**config.mk**
```make
export PLATFORM = sky130hd
export DESIGN_NAME = modbus_meter_frame_parser_unit
export DESIGN_NICKNAME = d
export VERILOG_FILES = /design/src/sv/mmfp_pkg.sv /design/src/sv/modbus_meter_frame_parser_unit.sv /design/src/sv/mmfp_crc_byte.sv
export VERILOG_INCLUDE_DIRS = /design/src /design/src/sv
export SDC_FILE = /design/constraint.sdc
export NUM_CORES = 1
export LEC_CHECK = 0
export ABC_AREA = 1
export BUFFER_PORTS_ARGS = -buffer_cell sky130_fd_sc_hd__clkbuf_2
export CAP_MARGIN = 20
export CORE_MARGIN = 2
export CORE_UTILIZATION = 25
export DETAILED_ROUTE_END_ITERATION = 7
export PLACE_DENSITY_LB_ADDON = 0.05
export SYNTH_ARGS = -nofsm -noshare
export SYNTH_HDL_FRONTEND = slang
export SYNTH_SLANG_ARGS = --single-unit
```
**constraint.sdc**
```tcl
create_clock -name aclk -period 7.7 [get_ports aclk]
set_input_delay 0.77 -clock aclk [delete_from_list [all_inputs] [get_ports aclk]]
set_output_delay 0.77 -clock aclk [all_outputs]
set_load 0.05 [all_outputs]
```
**src/sv/modbus_meter_frame_parser_unit_macros.svh**
```systemverilog
// ---------------------------------------------------------------------------
// Assertion macros for the meter reply parser
// Shorthand for clocked assertions that are disabled while reset is held.
// ---------------------------------------------------------------------------
`ifndef MODBUS_METER_FRAME_PARSER_UNIT_MACROS_SVH
`define MODBUS_METER_FRAME_PARSER_UNIT_MACROS_SVH

// A condition that must hold at every clock edge out of reset.
`define MMFP_ASSERT_ALWAYS(label, cond, msg) \
    label: assert property (@(posedge aclk) disable iff (!aresetn) (cond)) \
        else $error(msg);

// A condition that must hold in the cycle after its trigger.
`define MMFP_ASSERT_NEXT(label, trig, cond, msg) \
    label: assert property (@(posedge aclk) disable iff (!aresetn) \
        (trig) |=> (cond)) else $error(msg);

// A condition that must hold in the same cycle as its trigger.
`define MMFP_ASSERT_IMPLY(label, trig, cond, msg) \
    label: assert property (@(posedge aclk) disable iff (!aresetn) \
        (trig) |-> (cond)) else $error(msg);

`endif

```
**src/sv/mmfp_pkg.sv**
```systemverilog
// ---------------------------------------------------------------------------
// Meter reply parser package
// Command and status codes, frame layout and CRC constants.
// ---------------------------------------------------------------------------
package mmfp_pkg;

    // Request command codes.
    typedef enum logic [1:0] {
        CMD_FLUSH   = 2'd0,
        CMD_BYTE    = 2'd1,
        CMD_TIMEOUT = 2'd2
    } cmd_t;

    // Result status codes.
    typedef enum logic [1:0] {
        STAT_OK      = 2'd0,
        STAT_CRC_ERR = 2'd1,
        STAT_SHORT   = 2'd2
    } status_t;

    // CRC-16 as used by Modbus RTU (reflected form).
    localparam logic [15:0] CRC_INIT = 16'hFFFF;
    localparam logic [15:0] CRC_POLY = 16'hA001;

    // Frame layout: byte positions within the 25-byte reply.
    localparam logic [4:0] FRAME_LEN     = 5'd25;
    localparam logic [4:0] CRC_END       = 5'd23;
    localparam logic [4:0] POS_VOLT_HI   = 5'd3;
    localparam logic [4:0] POS_VOLT_LO   = 5'd4;
    localparam logic [4:0] POS_CURR_B1   = 5'd5;
    localparam logic [4:0] POS_CURR_B0   = 5'd6;
    localparam logic [4:0] POS_CURR_B3   = 5'd7;
    localparam logic [4:0] POS_CURR_B2   = 5'd8;
    localparam logic [4:0] POS_POWER_B1  = 5'd9;
    localparam logic [4:0] POS_POWER_B0  = 5'd10;
    localparam logic [4:0] POS_POWER_B3  = 5'd11;
    localparam logic [4:0] POS_POWER_B2  = 5'd12;
    localparam logic [4:0] POS_ENERGY_B1 = 5'd13;
    localparam logic [4:0] POS_ENERGY_B0 = 5'd14;
    localparam logic [4:0] POS_ENERGY_B3 = 5'd15;
    localparam logic [4:0] POS_ENERGY_B2 = 5'd16;
    localparam logic [4:0] POS_FREQ_HI   = 5'd17;
    localparam logic [4:0] POS_FREQ_LO   = 5'd18;
    localparam logic [4:0] POS_CRC_LO    = 5'd23;
    localparam logic [4:0] POS_CRC_HI    = 5'd24;

endpackage

```
**src/sv/modbus_meter_frame_parser_unit.sv**
```systemverilog
// ---------------------------------------------------------------------------
// Modbus RTU meter reply parser
// Checks the CRC of a 25-byte energy-meter reply and extracts raw readings.
// ---------------------------------------------------------------------------
// Usage:
//   The s_ channel carries one request per received event: cmd selects a
//   flush (start of a new frame), a received byte in s_rx_byte, or a
//   receive timeout. The m_ channel returns one result per completed frame:
//   status ok or CRC error on the 25th byte, or a short-frame status when a
//   timeout arrives before the frame is complete. Readings are zero unless
//   the status is ok. Bytes beyond the 25th are dropped.
//   An accepted request sits in the input register and passes the CRC and
//   capture logic into the result register. Throughput is one request per
//   cycle while the result is not stalled, set by the single CRC byte
//   update between the two registers.
//   A stalled result holds in the result register; one further request may
//   wait in the input register, after which s_ready drops until m_ready.
//   Synchronous reset (aresetn low) empties both registers and restarts the
//   frame, as a flush does.
// ---------------------------------------------------------------------------
`include "modbus_meter_frame_parser_unit_macros.svh"

module modbus_meter_frame_parser_unit (
    input  logic        aclk,
    input  logic        aresetn,
    input  logic        s_valid,
    output logic        s_ready,
    input  logic [1:0]  s_cmd,
    input  logic [7:0]  s_rx_byte,
    output logic        m_valid,
    input  logic        m_ready,
    output logic [1:0]  m_status,
    output logic [15:0] m_voltage_raw,
    output logic [31:0] m_current_raw,
    output logic [31:0] m_power_raw,
    output logic [31:0] m_energy_raw,
    output logic [15:0] m_frequency_raw
);

    // Input register.
    logic                in_valid_reg;
    mmfp_pkg::cmd_t      in_cmd_reg;
    logic [7:0]          in_byte_reg;

    // Frame state.
    logic [4:0]          byte_count_reg, byte_count_next;
    logic [15:0]         crc_reg, crc_next;
    logic [7:0]          crc_low_reg, crc_low_next;
    logic [15:0]         voltage_reg, voltage_next;
    logic [31:0]         current_reg, current_next;
    logic [31:0]         power_reg, power_next;
    logic [31:0]         energy_reg, energy_next;
    logic [15:0]         frequency_reg, frequency_next;

    // Result register.
    logic                m_valid_reg;
    mmfp_pkg::status_t   m_status_reg;
    logic [15:0]         m_voltage_reg;
    logic [31:0]         m_current_reg;
    logic [31:0]         m_power_reg;
    logic [31:0]         m_energy_reg;
    logic [15:0]         m_frequency_reg;

    logic                out_free;
    logic                process;
    logic                emit;
    mmfp_pkg::status_t   emit_status;
    logic [15:0]         crc_step;

    // Handshake: the input stage moves on whenever the result slot can load.
    assign out_free = !m_valid_reg || m_ready;
    assign process  = in_valid_reg && out_free;
    assign s_ready  = !in_valid_reg || process;

    always_ff @(posedge aclk) begin
        if (!aresetn) begin
            in_valid_reg <= 1'b0;
        end else if (s_ready) begin
            in_valid_reg <= s_valid;
        end
    end

    always_ff @(posedge aclk) begin
        if (s_ready && s_valid) begin
            in_cmd_reg  <= mmfp_pkg::cmd_t'(s_cmd);
            in_byte_reg <= s_rx_byte;
        end
    end

    // CRC update for the byte in the input register.
    mmfp_crc_byte u_crc (
        .crc_in  (crc_reg),
        .data_in (in_byte_reg),
        .crc_out (crc_step)
    );

    // Frame state update and result decision.
    always_comb begin
        byte_count_next = byte_count_reg;
        crc_next        = crc_reg;
        crc_low_next    = crc_low_reg;
        voltage_next    = voltage_reg;
        current_next    = current_reg;
        power_next      = power_reg;
        energy_next     = energy_reg;
        frequency_next  = frequency_reg;
        emit            = 1'b0;
        emit_status     = mmfp_pkg::STAT_OK;
        if (process) begin
            unique case (in_cmd_reg)
                mmfp_pkg::CMD_FLUSH: begin
                    byte_count_next = '0;
                    crc_next        = mmfp_pkg::CRC_INIT;
                    crc_low_next    = '0;
                    voltage_next    = '0;
                    current_next    = '0;
                    power_next      = '0;
                    energy_next     = '0;
                    frequency_next  = '0;
                end
                mmfp_pkg::CMD_TIMEOUT: begin
                    if (byte_count_reg < mmfp_pkg::FRAME_LEN) begin
                        byte_count_next = mmfp_pkg::FRAME_LEN;
                        emit            = 1'b1;
                        emit_status     = mmfp_pkg::STAT_SHORT;
                    end
                end
                mmfp_pkg::CMD_BYTE: begin
                    if (byte_count_reg < mmfp_pkg::FRAME_LEN) begin
                        byte_count_next = byte_count_reg + 5'd1;
                        if (byte_count_reg < mmfp_pkg::CRC_END) begin
                            crc_next = crc_step;
                        end
                        // Words are big-endian; 32-bit values send the low word first.
                        unique case (byte_count_reg)
                            mmfp_pkg::POS_VOLT_HI:   voltage_next[15:8]   = in_byte_reg;
                            mmfp_pkg::POS_VOLT_LO:   voltage_next[7:0]    = in_byte_reg;
                            mmfp_pkg::POS_CURR_B1:   current_next[15:8]   = in_byte_reg;
                            mmfp_pkg::POS_CURR_B0:   current_next[7:0]    = in_byte_reg;
                            mmfp_pkg::POS_CURR_B3:   current_next[31:24]  = in_byte_reg;
                            mmfp_pkg::POS_CURR_B2:   current_next[23:16]  = in_byte_reg;
                            mmfp_pkg::POS_POWER_B1:  power_next[15:8]     = in_byte_reg;
                            mmfp_pkg::POS_POWER_B0:  power_next[7:0]      = in_byte_reg;
                            mmfp_pkg::POS_POWER_B3:  power_next[31:24]    = in_byte_reg;
                            mmfp_pkg::POS_POWER_B2:  power_next[23:16]    = in_byte_reg;
                            mmfp_pkg::POS_ENERGY_B1: energy_next[15:8]    = in_byte_reg;
                            mmfp_pkg::POS_ENERGY_B0: energy_next[7:0]     = in_byte_reg;
                            mmfp_pkg::POS_ENERGY_B3: energy_next[31:24]   = in_byte_reg;
                            mmfp_pkg::POS_ENERGY_B2: energy_next[23:16]   = in_byte_reg;
                            mmfp_pkg::POS_FREQ_HI:   frequency_next[15:8] = in_byte_reg;
                            mmfp_pkg::POS_FREQ_LO:   frequency_next[7:0]  = in_byte_reg;
                            mmfp_pkg::POS_CRC_LO:    crc_low_next         = in_byte_reg;
                            mmfp_pkg::POS_CRC_HI: begin
                                emit = 1'b1;
                                if ({in_byte_reg, crc_low_reg} == crc_reg) begin
                                    emit_status = mmfp_pkg::STAT_OK;
                                end else begin
                                    emit_status = mmfp_pkg::STAT_CRC_ERR;
                                end
                            end
                            // Header and power factor bytes are not kept.
                            default: ;
                        endcase
                    end
                end
                default: ;
            endcase
        end
    end

    // Frame state registers.
    always_ff @(posedge aclk) begin
        if (!aresetn) begin
            byte_count_reg <= '0;
            crc_reg        <= mmfp_pkg::CRC_INIT;
            crc_low_reg    <= '0;
            voltage_reg    <= '0;
            current_reg    <= '0;
            power_reg      <= '0;
            energy_reg     <= '0;
            frequency_reg  <= '0;
        end else begin
            byte_count_reg <= byte_count_next;
            crc_reg        <= crc_next;
            crc_low_reg    <= crc_low_next;
            voltage_reg    <= voltage_next;
            current_reg    <= current_next;
            power_reg      <= power_next;
            energy_reg     <= energy_next;
            frequency_reg  <= frequency_next;
        end
    end

    // Result register; readings pass only with an ok status.
    always_ff @(posedge aclk) begin
        if (!aresetn) begin
            m_valid_reg <= 1'b0;
        end else if (out_free) begin
            m_valid_reg <= process && emit;
        end
    end

    always_ff @(posedge aclk) begin
        if (process && emit) begin
            m_status_reg <= emit_status;
            if (emit_status == mmfp_pkg::STAT_OK) begin
                m_voltage_reg   <= voltage_reg;
                m_current_reg   <= current_reg;
                m_power_reg     <= power_reg;
                m_energy_reg    <= energy_reg;
                m_frequency_reg <= frequency_reg;
            end else begin
                m_voltage_reg   <= '0;
                m_current_reg   <= '0;
                m_power_reg     <= '0;
                m_energy_reg    <= '0;
                m_frequency_reg <= '0;
            end
        end
    end

    assign m_valid         = m_valid_reg;
    assign m_status        = m_status_reg;
    assign m_voltage_raw   = m_voltage_reg;
    assign m_current_raw   = m_current_reg;
    assign m_power_raw     = m_power_reg;
    assign m_energy_raw    = m_energy_reg;
    assign m_frequency_raw = m_frequency_reg;

    // The byte counter never runs past the end of the frame.
    `MMFP_ASSERT_ALWAYS(a_count_range, byte_count_reg <= mmfp_pkg::FRAME_LEN,
        "byte counter beyond frame length")

    // Every result closes the frame.
    `MMFP_ASSERT_NEXT(a_emit_closes, process && emit,
        byte_count_reg == mmfp_pkg::FRAME_LEN, "frame still open after a result")

    // A failed frame carries no readings.
    `MMFP_ASSERT_IMPLY(a_fail_zero, m_valid_reg && m_status_reg != mmfp_pkg::STAT_OK,
        m_voltage_reg == '0 && m_current_reg == '0 && m_power_reg == '0
            && m_energy_reg == '0 && m_frequency_reg == '0,
        "readings present on a failed frame")

endmodule

```
**src/sv/mmfp_crc_byte.sv**
```systemverilog
// ---------------------------------------------------------------------------
// CRC-16 byte update
// Folds one byte into the running reflected CRC-16, eight bit steps unrolled.
// ---------------------------------------------------------------------------
module mmfp_crc_byte (
    input  logic [15:0] crc_in,
    input  logic [7:0]  data_in,
    output logic [15:0] crc_out
);

    // Shift out eight bits, applying the polynomial when the low bit is set.
    always_comb begin
        logic [15:0] c;
        c = crc_in ^ {8'h00, data_in};
        for (int i = 0; i < 8; i++) begin
            if (c[0]) begin
                c = {1'b0, c[15:1]} ^ mmfp_pkg::CRC_POLY;
            end else begin
                c = {1'b0, c[15:1]};
            end
        end
        crc_out = c;
    end

endmodule
```
==> results of run 1 <==
## metrics by stage
stage               cell area (sq um)  std cells  utilization [%]  setup slack, ps  power [mW]
floorplan                       11800       1227                -             2210        2.01
global placement                13000       1929             28.0             3960        2.09
detailed placement              13000       1929             28.0             3900        2.09
CTS                             14200       1997             30.4             3880        3.79
global route                    14200       1998             30.5             3670        3.89
finish                          14200       1998             30.5             3980        3.72
## cell type report
cell class | instances | area (sq um)
fillers | 4930 | 32400
flip-flops and latches | 299 | 7390
multi-input cells | 676 | 3330
clock buffers | 56 | 1070
repair buffers | 158 | 833
well taps | 607 | 759
inverters | 190 | 713
clock inverters | 12 | 91.3
## cell families after synthesis
logic type      after synthesis  share of synthesized area, %
compound gates              323                          14.2
xor+xnor                     18                          1.34
fa+ha+maj                     8                         0.849
buf+inv                     252                          9.23
flops                       299                          62.7
simple gates                327                          11.7
## path summary, 6_finish.rpt
kind                                    endpoint  cells past startpoint            from
worst max-delay path            m_voltage_raw[5]                      7   in_cmd_reg[1]
worst min-delay path              in_byte_reg[3]                      1    s_rx_byte[3]
worst max register to register  m_voltage_raw[5]                      7   in_cmd_reg[1]
worst min register to register    energy_reg[31]                      2  energy_reg[31]
## power breakdown
part           switching [mW]  internal [mW]  total [mW]  leakage [nW]
registers              0.0382           1.73        1.77          2.72
clock network           0.703          0.964        1.67         0.570
logic                   0.204         0.0845       0.288          2.48
total                   0.945           2.78        3.72          5.77
## per-layer routing
| metal | routed length (microns) | track usage [%] |
|---|---|---|
| met2 | 15400 | 21.7 |
| met3 | 1210 | 2.38 |
| met5 | 0 | 0 |
| met4 | 890 | 5.04 |
| met1 | 16500 | 18.9 |
## placed cells by master (no fill, tap or decap)
master,count
a211oi_1,4
inv_2,6
clkinv_8,2
inv_1,184
edfxtp_1,140
nor4_1,1
o211ai_1,5
nor2_2,8
buf_8,1
xnor2_1,18
a21oi_2,4
nand2_4,1
nand3_2,1
buf_4,13
clkbuf_1,12
inv_6,1
nand3_1,19
or2_2,1
nand2_1,133
clkbuf_2,144
a21oi_1,162
o21ai_2,1
nor2_1,147
clkbuf_16,37
ha_1,8
nand2_2,2
dfxtp_1,159
o21ai_1,28
clkinv_1,2
a22oi_1,1
clkinv_2,5
nand4_1,5
nor2_4,9
a31oi_1,1
o22ai_1,2
o21ai_0,112
a21oi_4,2
clkbuf_8,7
o22ai_4,1
clkinv_4,2
==> metrics.yaml, run 1 <==
rows: 79
path_delay_family: "buffers and inverters"
post_cts_buffers: 0
fmax_mhz: 269
grt_remaining_overflow: 0
yosys.area.top_type: "edfxtp_1"
wl_microns: 34000
final_max_slew_viol_count: 0
slew_headroom_pct: 28.3
grt_max_degree: 93
endpoint_kind: "flop"
ys_top_cells_by_count: "inv_1, a21oi_1, dfxtp_1"
antenna_left: 0
slowest_delay_ps: 800
synth.most_common_cell: "inv_1"
async_flop_share_pct: 0
post_synth_num_cell_types: 33
core_sq_um: 46600
synth-seq-cells: 299
wire_per_inst_microns: 17.0
cts_buffer_depth: 3
crit_slowest_cell: "buf_4"
dr.first_iter.drc_count: 514
powerDensity_nw_per_um2: 262
min_period_over_period_pct: 48.3
syn_area_per_cell_sq_um: 9.60
ys_seq_area_share_pct: 62.7
tritoncts: "done"
drive_above_1_share_pct: 17.8
path_class: "reg -> reg"
fin_crit_ps: 3720
die-area_sq_um: 48900
grt_usage_pct: 13.8
skew_ps: 33.8
status: "complete, no violations"
dr.pass1.iters: 5
gp_congestion: 0.793
grt_pass1_vias: 8512
numPortBuffers: 145
yosys_warnings: 0
viasPerCell: 4.23
critPathArrivalTime_ps: 3880
start_util_pct: 25.3
die_y_microns: 221
ys_top_cells_by_area: "edfxtp_1, dfxtp_1, a21oi_1, inv_1, o21ai_0"
leakagePower_nw: 5.77
synth_top_flop_cell: "dfxtp_1"
hold_violations: 0
synth_top_area_share_pct: 35.7
setup_violations: 0
reg2reg_setup_slack_ps: 3980
tightest_slew_ps: 1070
htreeDepth: 2
area_growth_pct: 20.4
crit_buf_inv: 2
vdd_drop_max_uv: 118
worstPathCellList: "inv_1, ha_1, nand2_1, nor2_1, nand4_1, a21oi_4, buf_4"
drc: 0
rsz0062_at_grt: "no"
syn_area_sq_um: 11800
antenna_found_initial: 0
clock_latency_ps: 570
mappedNetlistNets: 1249
cts.clk_slew.worst_paths_ps: 60
root_buffer: "clkbuf_16"
num_antenna_cells: 0
hpwlAfterDp_microns: 21400
synth_edf_count: 140
ctsHoldBuffers: 0
required_ps: 7860
nNetsFinal: 1384
pin_count: 146
crit_path_max_fanout: 65
hp-class: "in -> reg"
max_cap_violations: 0
die_w_microns: 221
cts_resized: 0
cts.sinks: 299
num_vias: 8448
finalSetupTns_ps: 0
holdWs_ps: 396
cts-buffers-inserted: 37
critPathLaunchType: "flop"
syn_inst: 1227
grt_pass1_wl_microns: 52000
(Power assumes the default switching activity.)
==> run 2: changes to the inputs <==
- ABC_AREA: 1 -> 0
- clock period: 7.7 -> 3.3 ns (I/O delays scaled with it)
==> metrics.yaml, run 2 <==
hold_violations: 0
ys_top_cells_by_area: "edfxtp_1, dfxtp_1, mux2i_1, and2_1, nor2_1"
gp_congestion: 0.732
root_buffer: "clkbuf_16"
status: "complete, no violations"
ys_top_cells_by_count: "dfxtp_1, nor2_1, edfxtp_1"
fin_area_sq_um: 14600
min_period_over_period_pct: 74.0
required_ps: 3710
p_seq_share_pct: 47.5
grt_pass1_vias: 7531
endpoint_kind: "flop"
powerDensity_nw_per_um2: 565
wire_per_inst_microns: 18.8
cts_buffer_depth: 3
viasPerCell: 4.18
core_sq_um: 46500
fmax_mhz: 409
die-area_sq_um: 48800
yosys.area.top_type: "edfxtp_1"
antenna_left: 0
synth-seq-cells: 299
die_y_microns: 221
combPwrFrac_pct: 4.9
numPortBuffers: 145
utilization_pct: 31.5
cts_resized: 0
async_flop_share_pct: 0
final_max_slew_viol_count: 0
antenna_found_initial: 0
synth_top_area_share_pct: 35.8
grt_pass1_wl_microns: 50300
synth_top_flop_cell: "dfxtp_1"
num_vias: 7451
tritoncts: "done"
area_growth_pct: 24.5
start_util_pct: 25.3
slew_headroom_pct: 41.0
grt_usage_pct: 13.7
grt_remaining_overflow: 0
switching_share_pct: 22.7
critPathArrivalTime_ps: 2850
placedInstanceArea_sq_um: 13400
mappedNetlistNets: 1004
dr.first_iter.drc_count: 396
wl_microns: 33600
final_common_cell: "dfxtp_1"
htreeDepth: 2
yosys_warnings: 0
dr.pass1.iters: 5
synth.most_common_cell: "dfxtp_1"
hp-class: "in -> reg"
drive_above_1_share_pct: 21.6
fillers: 4764
setup_violations: 0
synth_edf_count: 140
rows: 79
num_antenna_cells: 0
leakagePower_nw: 5.92
cts-buffers-inserted: 37
final_cell_mix: "dfxtp_1, clkbuf_2, nor2_1"
critPathLaunchType: "flop"
syn_area_per_cell_sq_um: 12.0
post_cts_buffers: 0
fin_crit_ps: 2440
rsz0062_at_grt: "no"
drc: 0
pin_count: 146
post_synth_num_cell_types: 50
crit_path_max_fanout: 14
nNetsFinal: 1168
syn_area_sq_um: 11800
cts.clk_slew.worst_paths_ps: 60
tightest_slew_ps: 884
finalSetupTns_ps: 0
p_int_mw: 6.39
ctsHoldBuffers: 11
grt_max_degree: 129
syn_inst: 982
clock_latency_ps: 550
hpwlAfterDp_microns: 21700
path_class: "reg -> reg"
pwr-share-clk_pct: 47.7
switchingPower_mw: 1.88
skew_ps: 16.8
die_w_microns: 221
cts.sinks: 299
vdd_drop_max_uv: 279
ys_seq_area_share_pct: 62.8
max_cap_violations: 0
## run 2: cell types whose count changed in the layout (fill, tap and decap cells not counted), moves of 8 or more
cell,delta
buf_4,+9
nor2_4,-8
nand2_1,-93
nand3b_1,+8
o21ai_0,-90
dlygate4sd3_1,+11
inv_1,-179
o21ai_1,-26
xnor2_1,+12
a22oi_1,+15
and2_1,+137
mux2i_1,+112
a21oi_1,-147
## run 2: path summary, 6_finish.rpt
kind | startpoint | endpoint | slack [ps] | depth (start not counted)
worst max register to register | byte_count_reg[2] | energy_reg[2] | 860 | 5
worst min-delay path | m_ready | m_valid | 110 | 4
worst max-delay path | byte_count_reg[2] | energy_reg[2] | 860 | 5
worst min register to register | energy_reg[7] | energy_reg[7] | 450 | 2
## run 2: cell families after synthesis
family / count (synthesis) / share of synthesized area [%]
XOR/XNOR: 37 / 3.20
AO/OA/AOI/OAI: 76 / 4.85
adder cells (fa/ha/maj): 8 / 0.851
flip-flops: 299 / 62.8
buffers and inverters: 68 / 2.37
AND/OR/NAND/NOR: 382 / 16.4
multiplexers: 112 / 9.53
## run 2: per-layer routing
layer  vias up  wire (microns)  GRT usage (%)
met3        42            1370           2.95
met1      3578           16000           19.1
met4         0             701           4.03
met2       141           15500           21.4
met5         -               0              0
li1       3690               -              -
## run 2: layout make-up
cell class,instances,area [sq um],area share [%]
well taps,607,759,5.19
inverters,8,32.5,0.222
multi-input cells,615,4140,28.3
clock buffers,58,1100,7.51
repair buffers,185,1140,7.80
clock inverters,10,72.6,0.496
flip-flops and latches,299,7390,50.5
## run 2: through the flow
| stage | worst slack [ps] | power, mW | hold slack (ps) | cells |
|---|---|---|---|---|
| floorplan | -220 | 4.26 | 429 | 982 |
| global placement | 856 | 4.41 | 446 | 1703 |
| detailed placement | 792 | 4.41 | 444 | 1703 |
| CTS | 791 | 8.44 | 72.8 | 1782 |
| global route | 667 | 8.60 | 134 | 1782 |
| finish | 858 | 8.27 | 113 | 1782 |
## run 2: critical path: stages (launching register included)
cell	delay (ps)
dfxtp_1	720
nand3_1	220
o21ai_1	720
nand2_1	380
nand2_1	160
a21oi_1	80
## run 2: power groups by stage
stage               registers, mW  logic [mW]  clock network (mW)
finish                       3.93       0.404                3.94
global route                 3.93       0.441                4.23
CTS                          3.93       0.418                4.10
floorplan                    4.03       0.235                   0
detailed placement           4.01       0.407                   0
global placement             4.01       0.409                   0
